## src/hdl/asw_pkg.sv

```systemverilog
// Shared types and constants for the adaptive spectral whitener.
package asw_pkg;

  localparam int unsigned MAG_W   = 24;
  localparam int unsigned COEFF_W = 16;
  localparam int unsigned BIN_W   = 10;
  localparam int unsigned FRAME_W = 11;
  localparam int unsigned CFG_IDX_W  = 2;
  localparam int unsigned CFG_DATA_W = 24;
  localparam int unsigned NUM_BINS_DEF = 1024;

  localparam logic [COEFF_W-1:0] COEFF_RST = 16'd65187;
  localparam logic [MAG_W-1:0]   FLOOR_RST = 24'd655;
  localparam logic [FRAME_W-1:0] FRAME_RST = 11'd512;
  localparam logic [MAG_W-1:0]   MAG_MAX   = 24'hFFFFFF;

  // Configuration register indexes
  typedef enum logic [CFG_IDX_W-1:0] {
    REG_COEFF = 2'd0,
    REG_FLOOR = 2'd1,
    REG_FRAME = 2'd2
  } asw_reg_e;

  // Peak store sequencing
  typedef enum logic {
    ST_CLEAR,
    ST_RUN
  } asw_state_e;

  // Request handed from the peak update stage to the divider
  typedef struct packed {
    logic [BIN_W-1:0] bin;
    logic             oor;
    logic [MAG_W-1:0] mag;
    logic [MAG_W-1:0] peak;
  } asw_req_t;

  // One divider pipeline stage
  typedef struct packed {
    logic [BIN_W-1:0] bin;
    logic             oor;
    logic             pass;
    logic             sat;
    logic [MAG_W-1:0] mag;
    logic [MAG_W-1:0] dvs;
    logic [MAG_W-1:0] rem;
    logic [MAG_W-1:0] quo;
  } asw_div_t;

endpackage

```

## src/hdl/asw_div.sv

```systemverilog
// Pipelined restoring divider: (magnitude << 16) / peak, a setup stage then one quotient bit per stage.
module asw_div (
  input  logic                     clk_i,
  input  logic                     rst_ni,
  input  logic                     req_valid_i,
  output logic                     req_ready_o,
  input  asw_pkg::asw_req_t        req_i,
  output logic                     out_valid_o,
  input  logic                     out_ready_i,
  output logic [asw_pkg::MAG_W-1:0] whitened_o,
  output logic [asw_pkg::BIN_W-1:0] bin_echo_o,
  output logic                     out_of_range_o
);
  import asw_pkg::*;

  localparam int unsigned NSTG = MAG_W + 1;
  localparam int unsigned FRAC = MAG_W - 16;

  logic [NSTG-1:0] v_q;
  logic [NSTG:0]   rdy;
  asw_div_t        st_q [NSTG];
  asw_div_t        st_d [NSTG];

  // Ready ripples back from the output: a stage loads when it is empty or drains
  always_comb begin
    rdy[NSTG] = out_ready_i;
    for (int k = NSTG - 1; k >= 0; k--) begin
      rdy[k] = !v_q[k] || rdy[k+1];
    end
  end

  assign req_ready_o = rdy[0];

  // Set up: overflow test, zero divisor, initial remainder from the upper 16 magnitude bits
  always_comb begin
    st_d[0].bin  = req_i.bin;
    st_d[0].oor  = req_i.oor;
    st_d[0].mag  = req_i.mag;
    st_d[0].dvs  = req_i.peak;
    st_d[0].pass = (req_i.peak == '0);
    st_d[0].sat  = (req_i.peak != '0) &&
                   ({{FRAC{1'b0}}, req_i.mag[MAG_W-1:FRAC]} >= req_i.peak);
    st_d[0].rem  = {{FRAC{1'b0}}, req_i.mag[MAG_W-1:FRAC]};
    st_d[0].quo  = '0;
  end

  // One quotient bit per stage
  for (genvar k = 1; k < NSTG; k++) begin : g_step
    logic             dbit;
    logic [MAG_W:0]   trial;
    logic             ge;

    if (k <= FRAC) begin : g_frac
      assign dbit = st_q[k-1].mag[FRAC-k];
    end else begin : g_zero
      assign dbit = 1'b0;
    end

    assign trial = {st_q[k-1].rem, dbit};
    assign ge    = trial >= {1'b0, st_q[k-1].dvs};

    always_comb begin
      st_d[k]     = st_q[k-1];
      st_d[k].rem = ge ? MAG_W'(trial - {1'b0, st_q[k-1].dvs}) : trial[MAG_W-1:0];
      st_d[k].quo = {st_q[k-1].quo[MAG_W-2:0], ge};
    end
  end

  // Stage registers: valid bits reset, payload loads on advance
  for (genvar k = 0; k < NSTG; k++) begin : g_reg
    logic vin;
    if (k == 0) begin : g_first
      assign vin = req_valid_i;
    end else begin : g_next
      assign vin = v_q[k-1];
    end

    always_ff @(posedge clk_i or negedge rst_ni) begin
      if (!rst_ni) begin
        v_q[k] <= 1'b0;
      end else if (rdy[k]) begin
        v_q[k] <= vin;
      end
    end

    always_ff @(posedge clk_i) begin
      if (rdy[k] && vin) begin
        st_q[k] <= st_d[k];
      end
    end
  end

  // Select the result from the last stage
  assign out_valid_o    = v_q[NSTG-1];
  assign bin_echo_o     = st_q[NSTG-1].bin;
  assign out_of_range_o = st_q[NSTG-1].oor;
  always_comb begin
    if (st_q[NSTG-1].oor) begin
      whitened_o = '0;
    end else if (st_q[NSTG-1].pass) begin
      whitened_o = st_q[NSTG-1].mag;
    end else if (st_q[NSTG-1].sat) begin
      whitened_o = MAG_MAX;
    end else begin
      whitened_o = st_q[NSTG-1].quo;
    end
  end

endmodule

```

## config.mk

```make
export PLATFORM = sky130hd
export DESIGN_NAME = asw_div
export DESIGN_NICKNAME = d
export VERILOG_FILES = /design/src/hdl/asw_pkg.sv /design/src/hdl/asw_div.sv
export SDC_FILE = /design/constraint.sdc
export NUM_CORES = 2
export LEC_CHECK = 0
export BUFFER_PORTS_ARGS = -buffer_cell sky130_fd_sc_hd__buf_2
export CORE_AREA = 2 2 574 348
export DETAILED_ROUTE_END_ITERATION = 7
export DIE_AREA = 0 0 576 350
export GPL_TIMING_DRIVEN = 1
export MAX_ROUTING_LAYER = met4
export PLACE_DENSITY = 0.8
export SLEW_MARGIN = 20
export SYNTH_ARGS = -nofsm -noshare
export SYNTH_HDL_FRONTEND = slang
export SYNTH_SLANG_ARGS = --single-unit
export TNS_END_PERCENT = 20
```

## constraint.sdc

```tcl
create_clock -name clk_i -period 17.51 [get_ports clk_i]
set_input_delay 0.8755 -clock clk_i [delete_from_list [all_inputs] [get_ports clk_i]]
set_output_delay 0.8755 -clock clk_i [all_outputs]
set_load 0.03 [all_outputs]
```

After elaboration in Yosys (flattened, before gate mapping)
Memory sizes are Yosys's and may differ from the RTL's.
Index checks and enable logic that the tools add are counted.

word-level totals
  flip-flop bits (word level) = 25
  memories kept = 1
  logic and storage cells = 230
  input port bits = 63
  output and inout bits = 37
  RAM bits = 2,725

memory list
  name  depth  width  rd ports  clocked after memory_dff  write ports  line           source
  st_q  25     109    25        0                         25           asw_div.sv:21  asw_div_t st_q [NSTG];

cells by class
  magnitude comparators = 25
  reduce and logical (&&, ||, !) cells = 78
  muxes and demuxes = 77
  add/sub/neg operators = 24

operators by type and width
  operator                                                        count
  24-bit two-way mux                                              27
  25-bit by 24-bit greater-or-equal comparator with 1-bit output  24
  24-bit subtractor                                               24
  1-bit two-way mux                                               50
  1-bit logical AND                                               26
  1-bit zero test                                                 25
  1-bit logical OR                                                25
  16-bit by 24-bit greater-or-equal comparator with 1-bit output  1
  24-bit zero test                                                1
  24-bit nonzero test                                             1

Depth between registers and ports, before layout
  depth in word-level cells = 29
  gate-level depth with buffers = 15
  depth with buffers taken out = 13

Least setup slack after synthesis
Ideal clock, no wire load.

  kind = input to register
  start point = input out_ready_i
  end point = memory st_q[1][0] (netlist name) (enable)
  buffers on the path = 0
  cell stages on the path = 6
  setup time = 0.715 ns
  setup slack = 7.983 ns
  arrival = 8.812 ns
  required time = 16.795 ns
  cell sequence = nand4b_1 -> inv_1 -> and3_1 -> nand3_1 -> nor2_1 -> a21boi_0

RTL lines
  what                line           source
  start: declaration  asw_div.sv:9   input logic out_ready_i,
  end: declaration    asw_div.sv:21

==> flow_metrics.env <==
export IMPL_syn_nets=8423
export IMPL_cts_setup_buffers=0
export IMPL_num_rows=126
export IMPL_synth_area_per_cell_um2=13.8
export IMPL_p_int_uw=13800
export IMPL_grt_start_max_net_pins=71
export IMPL_min_path_cells=1
export IMPL_worst_ep_arrival_time_ps=5160
export IMPL_drtIter0Drc=8316
export IMPL_leakage_uw=0.0463
export IMPL_cts_root_buf="clkbuf_16"
export IMPL_coreArea_mm2=0.196
export IMPL_layout_commonest_cell="edfxtp_1"
export IMPL_async_flop_share=0.0105
export IMPL_yosysWarnings=0
export IMPL_areaGrowthSynthToFinish_pct=10.5
export IMPL_start_kind="flop"
export IMPL_power_switching_uw=7280
export IMPL_design_area_mm2=0.119
export IMPL_seqPwrFrac=0.410
export IMPL_status="complete, no violations"
export IMPL_period_share=0.264
export IMPL_cts_tree="done"
export IMPL_critPathRequiredTime_ps=18040
export IMPL_io_pins=100
export IMPL_cts_inserted_buffers=214
export IMPL_route_vias_total=64300
export IMPL_worst_path_buf_inv=1
export IMPL_setup_tns_ps=0
export IMPL_maxSlewViolCount=0
export IMPL_dieArea_mm2=0.202
export IMPL_nets=8667
export IMPL_grt_ovfl_total=0
export IMPL_wl_um=257000
export IMPL_peakVddDrop_mv=0.124
export IMPL_cp_slowest_stage_delay_ps=880
export IMPL_power_frac_clock=0.235
export IMPL_placed_area_mm2=0.111
export IMPL_r2r_start="st_q[0][1139]$_DFFE_PP_"
export IMPL_max_freq_ghz=0.216
export IMPL_min_path_type="in2reg"
export IMPL_clock_sinks=2378
export IMPL_critical_path_class="reg2reg"
export IMPL_syn_area_mm2=0.107
export IMPL_ant_nets=0
export IMPL_reg2reg_slack_ps=12880
export IMPL_powerDensity_mw_per_mm2=178
export IMPL_min_to="st_q[0][107]$_DFFE_PP_"
export IMPL_endpoint_kind="flop"
export IMPL_layout_common_cells="edfxtp_1 (2353), inv_1 (730), ha_1 (584)"
export IMPL_reg2reg_depth=12
export IMPL_drc=0
export IMPL_grt_usage=0.261
export IMPL_grt_pass1_wl_um=384000
export IMPL_clk_pin_slew_ps=60
export IMPL_maxSlewHeadroom=0.265
export IMPL_wire_per_inst_um=23.8
export IMPL_max_cap_violations=0
export IMPL_finalHoldViolations=0
export IMPL_cts_buffer_depth=4
export IMPL_whs_ps=196
export IMPL_cp_top_family="compound AO/OA/AOI/OAI gates"
export IMPL_clock_latency_ps=900
export IMPL_rsz0062_at_grt="no"
export IMPL_r2r_end="st_q[0][1225]$_DFFE_PP_"
export IMPL_worstPathMaxFanout=25
export IMPL_fin_worst_skew_ps=127
export IMPL_start_util=0.548
export IMPL_dieWidth_um=576
export IMPL_synth_distinct_cells=88
export IMPL_die_h_um=350
export IMPL_holdCritStartpoint="req_i[57]"
export IMPL_first_global_vias=60400
export IMPL_p_comb_frac=0.355
export IMPL_ys_seq_elements=2378
export IMPL_finalSetupViolCount=0
export IMPL_h_tree_depth=4
export IMPL_port_buffer_count=99
export IMPL_gp_congestion=1.01
export IMPL_dr_pass1_iters=8
export IMPL_critical_path_slowest_cell="a31oi_4"
export IMPL_hpwl_um=187000
export IMPL_worst_pin_slew_ps=1090
export IMPL_crit_chain="inv_1, ha_1, nor2b_1, o2111a_1, o2111ai_1, a21oi_1, a41o_1, a31oi_1, o211ai_1, or3_1, a31oi_4, mux2_2"
export IMPL_yosysSeqAreaShare=0.664
export IMPL_antenna_found_initial=14
export IMPL_min_period_ps=4630
export IMPL_synth_cells=7753
export IMPL_synth_edf_count=2353
export IMPL_drive_gt1_frac=0.105
export IMPL_viasPerCell=5.95
export IMPL_switching_share=0.346
export IMPL_synth_ff_type="edfxtp_1"
power groups by stage:
stage | logic, uW | clock network (uW) | registers (uW)
3_5_place_dp | 7150 | 0 | 8690
2_1_floorplan | 5410 | 0 | 8350
5_1_grt | 8140 | 5220 | 8710
6_report | 7480 | 4950 | 8630
4_1_cts | 7250 | 5030 | 8600
3_3_place_gp | 6930 | 0 | 8660
worst register-to-register path, stage by stage (launching register included):
cell and delay (ps):
edfxtp_1 540, inv_1 80, ha_1 310, nor2b_1 150, o2111a_1 290, o2111ai_1 230, a21oi_1 170, a41o_1 360
a31oi_1 260, o211ai_1 180, or3_1 420, a31oi_4 880, mux2_2 450
layout make-up:
class | count | area [um^2]
fill | 14500 | 77200
inverter | 731 | 2740
timing repair buffer | 172 | 1090
clock buffer | 238 | 5490
tap | 2624 | 3280
multi-input combinational | 4500 | 32900
sequential | 2378 | 71300
antenna | 6 | 15.0
clock inverter | 147 | 1790
Yosys cell counts (13+ instances only):
library cell / count / area (um^2)
edfxtp_1: 2353 / 70700
inv_1: 730 / 2740
ha_1: 584 / 7310
a21oi_1: 459 / 2300
nand2_1: 423 / 1590
o21ai_0: 396 / 1980
nor2_1: 382 / 1430
xnor2_1: 270 / 2360
a21o_1: 254 / 1910
mux2_2: 246 / 2770
xor2_1: 164 / 1440
nor3_1: 112 / 561
clkbuf_1: 107 / 402
nor2b_1: 106 / 663
nand2b_1: 100 / 626
nand3_1: 96 / 480
nand4_1: 74 / 463
o21a_1: 74 / 556
and3_1: 57 / 357
a31oi_1: 56 / 350
a211oi_1: 44 / 330
o21bai_1: 43 / 323
and2_1: 37 / 231
or2_2: 35 / 219
a21boi_0: 34 / 255
o22ai_1: 33 / 206
o31ai_1: 32 / 240
nor4_1: 28 / 175
dfrtp_1: 25 / 626
or3_1: 25 / 156
fa_1: 23 / 460
mux2i_1: 23 / 230
buf_4: 18 / 135
o211ai_1: 17 / 128
a311oi_1: 16 / 140
a211o_1: 15 / 131
buf_2: 15 / 75.1
a221oi_1: 14 / 123
and4_1: 14 / 123
nand3b_1: 13 / 97.6
cell families (layout without fill, tap and decap cells):
family / after synthesis / in the layout / synth area share
multiplexers: 287 / 287 / 0.0302
AND/OR/NAND/NOR: 1536 / 1536 / 0.0694
buffers and inverters: 875 / 1288 / 0.0315
AO/OA/AOI/OAI: 1636 / 1636 / 0.0969
other: 0 / 6 / 0
XOR/XNOR: 434 / 434 / 0.0354
flip-flops: 2378 / 2378 / 0.664
adder cells (fa/ha/maj): 607 / 607 / 0.0724
state kept, by name, summed over array words and instances (netlist names):
| name | count |
|---|---|
| st_q | 2353 |
| g.vin | 24 |
| out_valid_o | 1 |
per-layer routing:
metal | routed length (um) | GRT usage | up-vias
li1 | - | - | 29300
met1 | 125000 | 0.424 | 31600
met2 | 94900 | 0.316 | 3084
met3 | 32400 | 0.0787 | 310
met4 | 3980 | 0.0442 | 0
met5 | 0 | - | -
how the worst max path moves through the flow:
| stage | start | end | slack, ps | depth (start not counted) |
|---|---|---|---|---|
| floorplan | out_ready_i | st_q[1][0]$_DFFE_PP_ | 7980 | 6 |
| global placement | out_ready_i | st_q[0][152]$_SDFFCE_PP0P_ | 12730 | 11 |
| detailed placement | out_ready_i | st_q[0][150]$_SDFFCE_PP0P_ | 12660 | 11 |
| CTS | st_q[0][1139]$_DFFE_PP_ | st_q[0][1225]$_DFFE_PP_ | 13010 | 12 |
| global route | st_q[0][1684]$_DFFE_PP_ | st_q[1][43]$_DFFE_PP_ | 12680 | 13 |
| finish | st_q[0][1139]$_DFFE_PP_ | st_q[0][1225]$_DFFE_PP_ | 12880 | 12 |
per-stage QoR:
stage	power [uW]	utilization	setup slack (ps)	std cells
6_report	21100	0.606	12880	10800
5_1_grt	22100	0.606	12680	10800
4_1_cts	20900	0.605	13010	10800
3_5_place_dp	15800	0.568	12660	10400
3_3_place_gp	15600	0.568	12730	10400
2_1_floorplan	13800	-	7980	7753
what timing repair did:
item                      CTS  global route
hold endpoints to repair   22             0
hold buffers                1             0
resized for setup           0             0
Note: power is estimated with default switching activity, not from simulation.
